`src/rtl/core/lcfc_pkg.sv`:
```
// Types and constants shared by the LED colour fade controller.
// No dependencies.
package lcfc_pkg;

  // Request commands
  typedef enum logic [1:0] {
    CMD_SET_TARGET = 2'd0,
    CMD_POWER      = 2'd1,
    CMD_WHITE_MODE = 2'd2,
    CMD_TICK       = 2'd3
  } cmd_t;

  // Hue difference at or above this steps down round the circle
  localparam logic [7:0] HALF_CIRCLE = 8'd128;

  // One request
  typedef struct packed {
    logic [1:0] command;
    logic [7:0] hue_in;
    logic [7:0] value_in;
    logic [7:0] white_in;
    logic       flag_in;
  } req_t;

  // One strip update
  typedef struct packed {
    logic       show_white;
    logic [7:0] hue_out;
    logic [7:0] value_out;
    logic [7:0] white_out;
  } upd_t;

endpackage

```
`src/rtl/core/lcfc_core.sv`:
```
// Colour state and fade step logic of the LED colour fade controller.
// Depends on lcfc_pkg.
module lcfc_core (
  input  logic           clk,
  input  logic           rst,
  input  logic           fire,
  input  lcfc_pkg::req_t req,
  output logic           res_valid,
  output lcfc_pkg::upd_t res
);
  import lcfc_pkg::*;

  logic [7:0] target_hue, target_value, target_white;
  logic [7:0] current_hue, current_value, current_white;
  logic       power_on, white_mode;

  logic [7:0] target_hue_next, target_value_next, target_white_next;
  logic [7:0] current_hue_next, current_value_next, current_white_next;
  logic       power_on_next, white_mode_next;

  logic [7:0] hue_diff;
  logic [7:0] hue_step, value_step, white_step;

  function automatic upd_t colour_upd(input logic [7:0] hue, input logic [7:0] value);
    upd_t u;
    u.show_white = 1'b0;
    u.hue_out    = hue;
    u.value_out  = value;
    u.white_out  = 8'd0;
    return u;
  endfunction

  // White level 0 is shown as colour 0/0
  function automatic upd_t white_upd(input logic [7:0] level);
    upd_t u;
    if (level == 8'd0) begin
      u = colour_upd(8'd0, 8'd0);
    end else begin
      u.show_white = 1'b1;
      u.hue_out    = 8'd0;
      u.value_out  = 8'd0;
      u.white_out  = level;
    end
    return u;
  endfunction

  function automatic logic [7:0] step_linear(input logic [7:0] cur, input logic [7:0] tgt);
    logic [7:0] r;
    if (tgt > cur) begin
      r = cur + 8'd1;
    end else if (tgt < cur) begin
      r = cur - 8'd1;
    end else begin
      r = cur;
    end
    return r;
  endfunction

  // Fade step candidates
  always_comb begin
    hue_diff = target_hue - current_hue;
    if (hue_diff >= HALF_CIRCLE) begin
      hue_step = current_hue - 8'd1;
    end else if (hue_diff != 8'd0) begin
      hue_step = current_hue + 8'd1;
    end else begin
      hue_step = current_hue;
    end
    value_step = step_linear(current_value, target_value);
    white_step = step_linear(current_white, target_white);
  end

  // Command decode: next state and update
  always_comb begin
    target_hue_next    = target_hue;
    target_value_next  = target_value;
    target_white_next  = target_white;
    current_hue_next   = current_hue;
    current_value_next = current_value;
    current_white_next = current_white;
    power_on_next      = power_on;
    white_mode_next    = white_mode;
    res_valid          = 1'b0;
    res                = colour_upd(8'd0, 8'd0);

    if (fire) begin
      case (cmd_t'(req.command))
        CMD_SET_TARGET: begin
          if (white_mode) begin
            target_white_next = req.white_in;
          end else begin
            target_hue_next   = req.hue_in;
            target_value_next = req.value_in;
          end
        end
        CMD_POWER: begin
          if (!req.flag_in && power_on) begin
            power_on_next = 1'b0;
            res_valid     = 1'b1;
            res           = colour_upd(8'd0, 8'd0);
          end else if (req.flag_in && !power_on) begin
            power_on_next = 1'b1;
            res_valid     = 1'b1;
            res           = white_mode ? white_upd(target_white)
                                       : colour_upd(target_hue, target_value);
          end
        end
        CMD_WHITE_MODE: begin
          if (!req.flag_in && white_mode) begin
            white_mode_next = 1'b0;
            res_valid       = 1'b1;
            res             = colour_upd(target_hue, target_value);
          end else if (req.flag_in && !white_mode) begin
            white_mode_next = 1'b1;
            res_valid       = 1'b1;
            res             = white_upd(target_white);
          end
        end
        CMD_TICK: begin
          // power flag deliberately not checked
          if (!white_mode) begin
            if (target_hue != current_hue || target_value != current_value) begin
              current_hue_next   = hue_step;
              current_value_next = value_step;
              res_valid          = 1'b1;
              res                = colour_upd(hue_step, value_step);
            end
          end else if (target_white != current_white) begin
            current_white_next = white_step;
            res_valid          = 1'b1;
            res                = white_upd(white_step);
          end
        end
        default: begin
          res_valid = 1'b0;
        end
      endcase
    end
  end

  // State registers
  always_ff @(posedge clk) begin
    if (rst) begin
      target_hue    <= 8'd0;
      target_value  <= 8'd0;
      target_white  <= 8'd0;
      current_hue   <= 8'd0;
      current_value <= 8'd0;
      current_white <= 8'd0;
      power_on      <= 1'b0;
      white_mode    <= 1'b0;
    end else begin
      target_hue    <= target_hue_next;
      target_value  <= target_value_next;
      target_white  <= target_white_next;
      current_hue   <= current_hue_next;
      current_value <= current_value_next;
      current_white <= current_white_next;
      power_on      <= power_on_next;
      white_mode    <= white_mode_next;
    end
  end

endmodule

```
`src/rtl/core/led_color_fade_controller.sv`:
```
// Top level of the LED colour fade controller: request register, fade core, update buffer.
// Depends on lcfc_pkg and lcfc_core.

// Accepts one request every clock while req_stall is low. A request is
// registered, then decoded by the fade core once the skid register is empty;
// the core updates the colour state and, where the shown strip changes, writes
// one update into a two-entry output buffer (output register plus skid
// register); updates are offered from the output register. The request side stalls
// only while a registered request is held and both buffer entries are full, so
// a stalled update side absorbs one more request before back-pressure reaches it.
module led_color_fade_controller (
  input  logic           clk,
  input  logic           rst,
  input  logic           req_valid,
  output logic           req_stall,
  input  lcfc_pkg::req_t req,
  output logic           upd_valid,
  input  logic           upd_stall,
  output lcfc_pkg::upd_t upd
);
  import lcfc_pkg::*;

  logic s1_valid;
  req_t s1_req;
  logic s1_advance;
  logic res_valid;
  upd_t res;
  logic skid_valid;
  upd_t skid;
  logic pop;

  assign s1_advance = s1_valid && !skid_valid;
  assign req_stall  = s1_valid && skid_valid;
  assign pop        = upd_valid && !upd_stall;

  // Request register
  always_ff @(posedge clk) begin
    if (rst) begin
      s1_valid <= 1'b0;
    end else if (!req_stall) begin
      s1_valid <= req_valid;
    end
  end

  always_ff @(posedge clk) begin
    if (!req_stall && req_valid) begin
      s1_req <= req;
    end
  end

  lcfc_core u_core (
    .clk      (clk),
    .rst      (rst),
    .fire     (s1_advance),
    .req      (s1_req),
    .res_valid(res_valid),
    .res      (res)
  );

  // Output register with skid entry
  always_ff @(posedge clk) begin
    if (rst) begin
      upd_valid  <= 1'b0;
      skid_valid <= 1'b0;
    end else if (!upd_valid || pop) begin
      if (skid_valid) begin
        upd_valid  <= 1'b1;
        skid_valid <= 1'b0;
      end else begin
        upd_valid <= res_valid;
      end
    end else if (res_valid) begin
      skid_valid <= 1'b1;
    end
  end

  always_ff @(posedge clk) begin
    if (!upd_valid || pop) begin
      if (skid_valid) begin
        upd <= skid;
      end else if (res_valid) begin
        upd <= res;
      end
    end else if (res_valid) begin
      skid <= res;
    end
  end

`ifndef SYNTHESIS
  // skid entry is only ever occupied behind a held output
  a_skid_behind_out: assert property (@(posedge clk) disable iff (rst)
    skid_valid |-> upd_valid)
    else $error("skid entry full with output register empty");

  // a taken update never leaves the skid entry filled
  a_pop_drains_skid: assert property (@(posedge clk) disable iff (rst)
    pop |=> !skid_valid)
    else $error("skid entry still full after an update was taken");

  // white updates carry a nonzero level, colour updates none
  a_white_level: assert property (@(posedge clk) disable iff (rst)
    upd_valid |-> (upd.show_white ? (upd.white_out != 8'd0) : (upd.white_out == 8'd0)))
    else $error("white level inconsistent with update kind");
`endif

endmodule
```
`config.mk`:
```
export PLATFORM = sky130hd
export DESIGN_NAME = led_color_fade_controller
export DESIGN_NICKNAME = d
export VERILOG_FILES = /design/src/rtl/core/lcfc_pkg.sv /design/src/rtl/core/lcfc_core.sv /design/src/rtl/core/led_color_fade_controller.sv
export SDC_FILE = /design/constraint.sdc
export NUM_CORES = 1
export LEC_CHECK = 0
export ABC_AREA = 1
export BUFFER_PORTS_ARGS = -buffer_cell sky130_fd_sc_hd__buf_2
export CORE_AREA = 2 2 158 160
export CTS_CLUSTER_DIAMETER = 100
export DETAILED_ROUTE_END_ITERATION = 7
export DIE_AREA = 0 0 160 162
export PLACE_DENSITY_LB_ADDON = 0.15
export REMOVE_ABC_BUFFERS = 1
export SLEW_MARGIN = 20
export SYNTH_ARGS = -nofsm -noshare
export SYNTH_HDL_FRONTEND = slang
export SYNTH_SLANG_ARGS = --single-unit
```
`constraint.sdc`:
```
create_clock -name clk -period 3.95 [get_ports clk]
set_clock_uncertainty 0.2 [all_clocks]
set_input_delay 0.395 -clock clk [delete_from_list [all_inputs] [get_ports clk]]
set_output_delay 0.395 -clock clk [all_outputs]
set_load 0.01 [all_outputs]
```
# After elaboration in Yosys (flattened, before gate mapping)
# Cells that the tools add are included.
[classes]
order_cmp = 5
reduce_logical = 33
add_sub_neg = 7
eq_ne = 6
n_bitwise = 2
mux = 34
[ops]
columns = ["op", "count"]
rows = [
  ["25-bit 2-to-1 mux", 12],
  ["25-bit one-hot mux with 3 select lines", 1],
  ["8-bit 2-to-1 mux", 6],
  ["8-bit by 1-bit adder with 8-bit output (second input constant)", 3],
  ["24-bit 2-to-1 mux", 1],
  ["8-bit != test", 3],
  ["8-bit by 1-bit subtractor with 8-bit output (second input constant)", 3],
  ["8-bit > comparator", 2],
  ["8-bit zero test", 2],
  ["8-bit less-than comparator", 2],
  ["1-bit 2-to-1 mux", 13],
  ["3-bit AND reduction", 4],
  ["8-bit greater-or-equal comparator (second input constant)", 1],
  ["1-bit logical AND", 8],
  ["4-bit AND reduction", 2],
  ["8-bit nonzero test", 1],
  ["8-bit subtractor", 1],
  ["1-bit zero test", 7],
  ["2-bit nonzero test", 3],
  ["2-bit == test (second input constant)", 2],
  ["2-bit AND reduction", 2],
  ["1-bit one-hot mux with 3 select lines", 1],
  ["2-bit by 1-bit == test with 1-bit output (second input constant)", 1],
  ["2-bit zero test", 1],
  ["other kinds (3)", 5],
]
[word_totals]
inputBits = 31
reg_bits = 130
output_inout_bits = 27

# Depth between registers and ports, before layout
[logic_depth]
ltp_word = 11
ltp_mapped = 21
depth_no_buf = 20

# Hierarchy
# A second synthesis with hierarchy kept.
[hier_totals]
hier_cells = 880
area_unflattened_um2 = 7289.5
[modules_own_cells]
columns = ["mod", "area_each_um2", "cells_per_inst", "n_inst"]
rows = [
  ["lcfc_core", 4379.2, 704, 1],
  ["led_color_fade_controller", 2910.3, 176, 1],
]

# Worst setup path before layout
# Ideal clock, no wire load.
[synth_timing]
path_type = "flip-flop to flip-flop"
startpoint = "register u_core.current_value[3]"
endpoint = "register upd[0] in the netlist's numbering (enable)"
slack_ns = -0.179
t_required_ns = 3.304
stages_incl_launch_ff = 11
period_less_slack_ns = 4.129
path_buffers = 1
arrival_ns = 3.483
setup_time_ns = 0.446
cell_sequence = "dfxtp_1 > clkbuf_1 > inv_1 > ha_1 > nand2_1 > nor2_1 > nand2_1 > nor2_1 > nor3_4 > o31ai_1 > a21boi_0"
[synth_via]
elab_chain_len = 8
[synth_lines]
columns = ["item", "line", "rtl"]
rows = [
  ["start: declaration", "lcfc_core.sv:14", "logic [7:0] current_hue, current_value, current_white;"],
  ["start signal: assignment", "lcfc_core.sv:157", "current_value <= current_value_next;"],
  ["8-bit != test", "lcfc_core.sv:122", "if (target_hue != current_hue || target_value != current_value) begin"],
  ["1-bit logical OR", "lcfc_core.sv:122", ""],
  ["1-bit 2-to-1 mux", "lcfc_core.sv:122", ""],
  ["1-bit 2-to-1 mux", "lcfc_core.sv:121", "if (!white_mode) begin"],
  ["1-bit one-hot mux with 3 select lines", "lcfc_core.sv:87", "case (cmd_t'(req.command))"],
  ["1-bit 2-to-1 mux", "lcfc_core.sv:86", "if (fire) begin"],
  ["2-bit nonzero test (no source line)", "-", ""],
  ["2-bit AND reduction (no source line)", "-", ""],
  ["end signal: assignment", "led_color_fade_controller.sv:80", "upd <= skid;"],
  ["end signal: assignment", "led_color_fade_controller.sv:82", "upd <= res;"],
  ["end: declaration", "led_color_fade_controller.sv:19", "output lcfc_pkg::upd_t upd"],
]
# No other way between the ends.
# A chain may end at the register's enable or synchronous reset.

# Final worst setup path
[layout_timing]
startpoint = "register u_core.current_white[4]"
endpoint = "register skid[19] in the netlist's numbering (enable)"
[layout_via]
elab_chain_len = 6
[layout_lines]
columns = ["item", "line", "rtl"]
rows = [
  ["start: declaration", "lcfc_core.sv:14", ""],
  ["start signal: assignment", "lcfc_core.sv:158", "current_white <= current_white_next;"],
  ["8-bit != test", "lcfc_core.sv:128", "end else if (target_white != current_white) begin"],
  ["1-bit 2-to-1 mux", "lcfc_core.sv:128", ""],
  ["1-bit 2-to-1 mux", "lcfc_core.sv:121", ""],
  ["1-bit one-hot mux with 3 select lines", "lcfc_core.sv:87", ""],
  ["1-bit 2-to-1 mux", "lcfc_core.sv:86", ""],
  ["2-bit AND reduction (no source line)", "-", ""],
  ["end signal: assignment", "led_color_fade_controller.sv:85", "skid <= res;"],
  ["end: declaration", "led_color_fade_controller.sv:29", "upd_t skid;"],
]
# No other way between the ends.

==> run metrics <==
outcome=completed; FF-to-FF Start=u_core.current_white[4]; Slew @ Worst Pin=970.7 ps; top_reg_cell synth=edfxtp_1; layout cell share with drive strength beyond 1=0.1420; Die Width=160 um; M1 WL=9398 um; Placeable Area=24,110 um2; final worst path period share=0.8130; slew margin rel.=0.3522; clk buf depth=2; routed vias/inst=roughly 4.4; drc violations=0; type of the worst setup path=flip-flop to flip-flop; antenna viol nets, final=0; gp weighted congestion=between 0.7 and 0.8; Layout fillers=2,596; vias in the first global route=5,638; Total Routing Usage GR=0.1487; Hold Path Depth=3; async set or reset register ratio after synthesis=0; crit path cell chain=inv_1 -> ha_1 -> nand2_1 -> nor2_2 -> nand4_2 -> inv_2 -> nor3_2 -> o31ai_1 -> nor2_2 -> buf_4; post-synthesis sequential area ratio=0.4735; Total Wirelength=18,600 um; largest net degree at the start of global routing=28; Die Ht=162 um; initial antenna violation count=0; Num CTS Buffers=17; final hold viol count=0; number of flops mapped to enable cells by yosys=77; Final WS setup=738.5 ps; die area=around 26,000 um2; Row Count=57; area of the multi-input gates=around 3200 um2; Non-Filler Instances=1,310; Post-Syn Instances=889; met2 WL post-DR=8230 um; Cell Pwr Density=442.2 nW/um2; Worst Hold Class=primary input to flip-flop; Worst path most repeated cell=nor2_2; post-synthesis cell type count=41; diodes inserted=0; clk slew on worst S/H paths=roughly 70 ps; crit path DAT=approximately 3100 ps; LEAKAGE=just over 0.004 uW; fin nets=1,037; max-slew violations=0; crit-path max FO=19; hold slack=around 110 ps; achievable frequency=just over 300 MHz; CP peak stage delay=760 ps; R2R Path End=skid[19]; VDD IR-drop max=approximately 0.00026 V; Place WS=a little under 700 ps; placed cell count=1,251; register area=about 3400 um2; max-cap viol count=0; first-pass GRT wire length=30,060 um; hold wc startpoint=req_valid; Root Buffer=clkbuf_16; Met3 Wirelength=671 um; Ys Warns=0; FF-to-FF path depth=10; Boundary Pins=58; flops & latches, synth=130; drt pass-1 iters=5; CTS resizes=0; Initial Utilization=0.2955; Min-Delay Endpoint=s1_valid; CTS tree=done; H-tree levels=4; Post-Syn Area=roughly 7100 um2; final setup violation count=0; initial DRC count=320; Clk Latency, worst-skew pair=between 400 and 500 ps; CP Capture Type=flip-flop; Post-CTS Hold Buffers=27; crit path launch type=flip-flop; critical path's slowest cell=nor2_2; RSZ-0062 raised after global routing=false; wire per inst=14.20 um; DP HPWL=13,340 um; IO Port Bufs=57; crit path time final=3212 ps; Max Used Layer=met4; vias post-DR=5,788; area added between synthesis and finish=21.16%; CTS Sinks=130; synthesized area per cell=around 8.0 um2; global route overflow=0; r2r setup slk=740 ps; postcts setup bufs=0; critical path required time=3880 ps
## worst max-delay path by stage
stage / slack, ps / end / cells after the start / from
detailed placement: 690 / skid[12] / 10 / u_core.current_white[5]
finish: 740 / skid[19] / 10 / u_core.current_white[4]
global route: 430 / skid[12] / 10 / u_core.current_white[3]
floorplan: -260 / upd[0] / 9 / u_core.current_value[3]
global placement: 740 / skid[12] / 10 / u_core.current_white[5]
CTS: 680 / skid[19] / 10 / u_core.current_white[5]
## registers in the layout (all words and copies together), names as in the netlist
name and count:
s1_req 27, skid 25, upd 25, u_core.current_hue 8, u_core.current_value 8, u_core.current_white 8
u_core.target_hue 8, u_core.target_value 8, u_core.target_white 8, s1_valid 1, skid_valid 1, u_core.power_on 1
u_core.white_mode 1, upd_valid 1
## layout by cell type, fill, tap and decap left out, drive strengths merged, types with 3 or more instances in the layout
cell           n
nor2          85
nand3b         3
o21ai         63
xnor2          3
buf           66
ha            33
o22ai          4
a21oi         40
nand3         57
nand4          8
clkbuf        17
xor2          17
edfxtp        77
nand2        262
o211ai         6
dlygate4sd3   27
inv          132
nor3           9
dfxtp         53
a211oi         7
## cell type report
class | count | area share
Inverter | 123 | 0.05378
Timing Repair Buffer | 93 | 0.07218
Clock inverter | 15 | 0.02189
Sequential cell | 130 | 0.3908
Tap cell | 324 | 0.04696
Multi-Input combinational cell | 608 | 0.3651
Clock buffer | 17 | 0.04928
## per-stage QoR
stage | cell area [um2] | setup TNS (ps) | power, uW | util
final | 8632 | 0 | 3817 | 0.3581
after global routing | 8632 | 0 | 4015 | 0.3581
after CTS | 8632 | 0 | 3864 | 0.3581
after detailed placement | 7747 | 0 | 2164 | 0.3214
after global placement | 7747 | 0 | 2168 | 0.3214
after floorplan | 6975 | -6504 | 1985 | -
## metal layers
layer | up-vias | global-route usage
li1 | 3067 | -
met1 | 2595 | 0.2074
met2 | 110 | 0.2326
met3 | 16 | 0.02554
met4 | 0 | 0.05364
met5 | - | 0
## critical path, delay by kind of cell (launching register included)
kind / cells / cell delay [ps]
DFF: 1 / 490
and+or+nand+nor: 5 / 1230
adders and majority gates: 1 / 310
buffers and inverters: 3 / 510
AOI/OAI and AO/OA: 1 / 170
## cells by family after synthesis
group	synth area share
AO/OA/AOI/OAI	0.1075
AND/OR/NAND/NOR	0.2504
XOR/XNOR	0.02459
buffers and inverters	0.08606
flip-flops	0.4735
adder cells (fa/ha/maj)	0.05796
## report_power, final
| group | internal (uW) | leakage, uW | total (uW) | switching [uW] |
|---|---|---|---|---|
| clock | 963 | 0.000296 | 1670 | 702 |
| combinational | 214 | 0.00257 | 634 | 420 |
| sequential | 1490 | 0.00122 | 1520 | 31.2 |
## Yosys cell counts (8+ instances only)
cell,n,area share
ha_1,33,0.058
nand3_1,57,0.040
edfxtp_1,77,0.32
nor2_1,80,0.042
a21oi_1,33,0.023
o21ai_0,51,0.036
xor2_1,17,0.021
inv_2,8,0.0042
dfxtp_1,53,0.15
o21ai_1,12,0.0084
clkbuf_1,13,0.0068
inv_1,114,0.060
nand2_1,256,0.13
No activity file was read; power rests on OpenSTA's default activity.
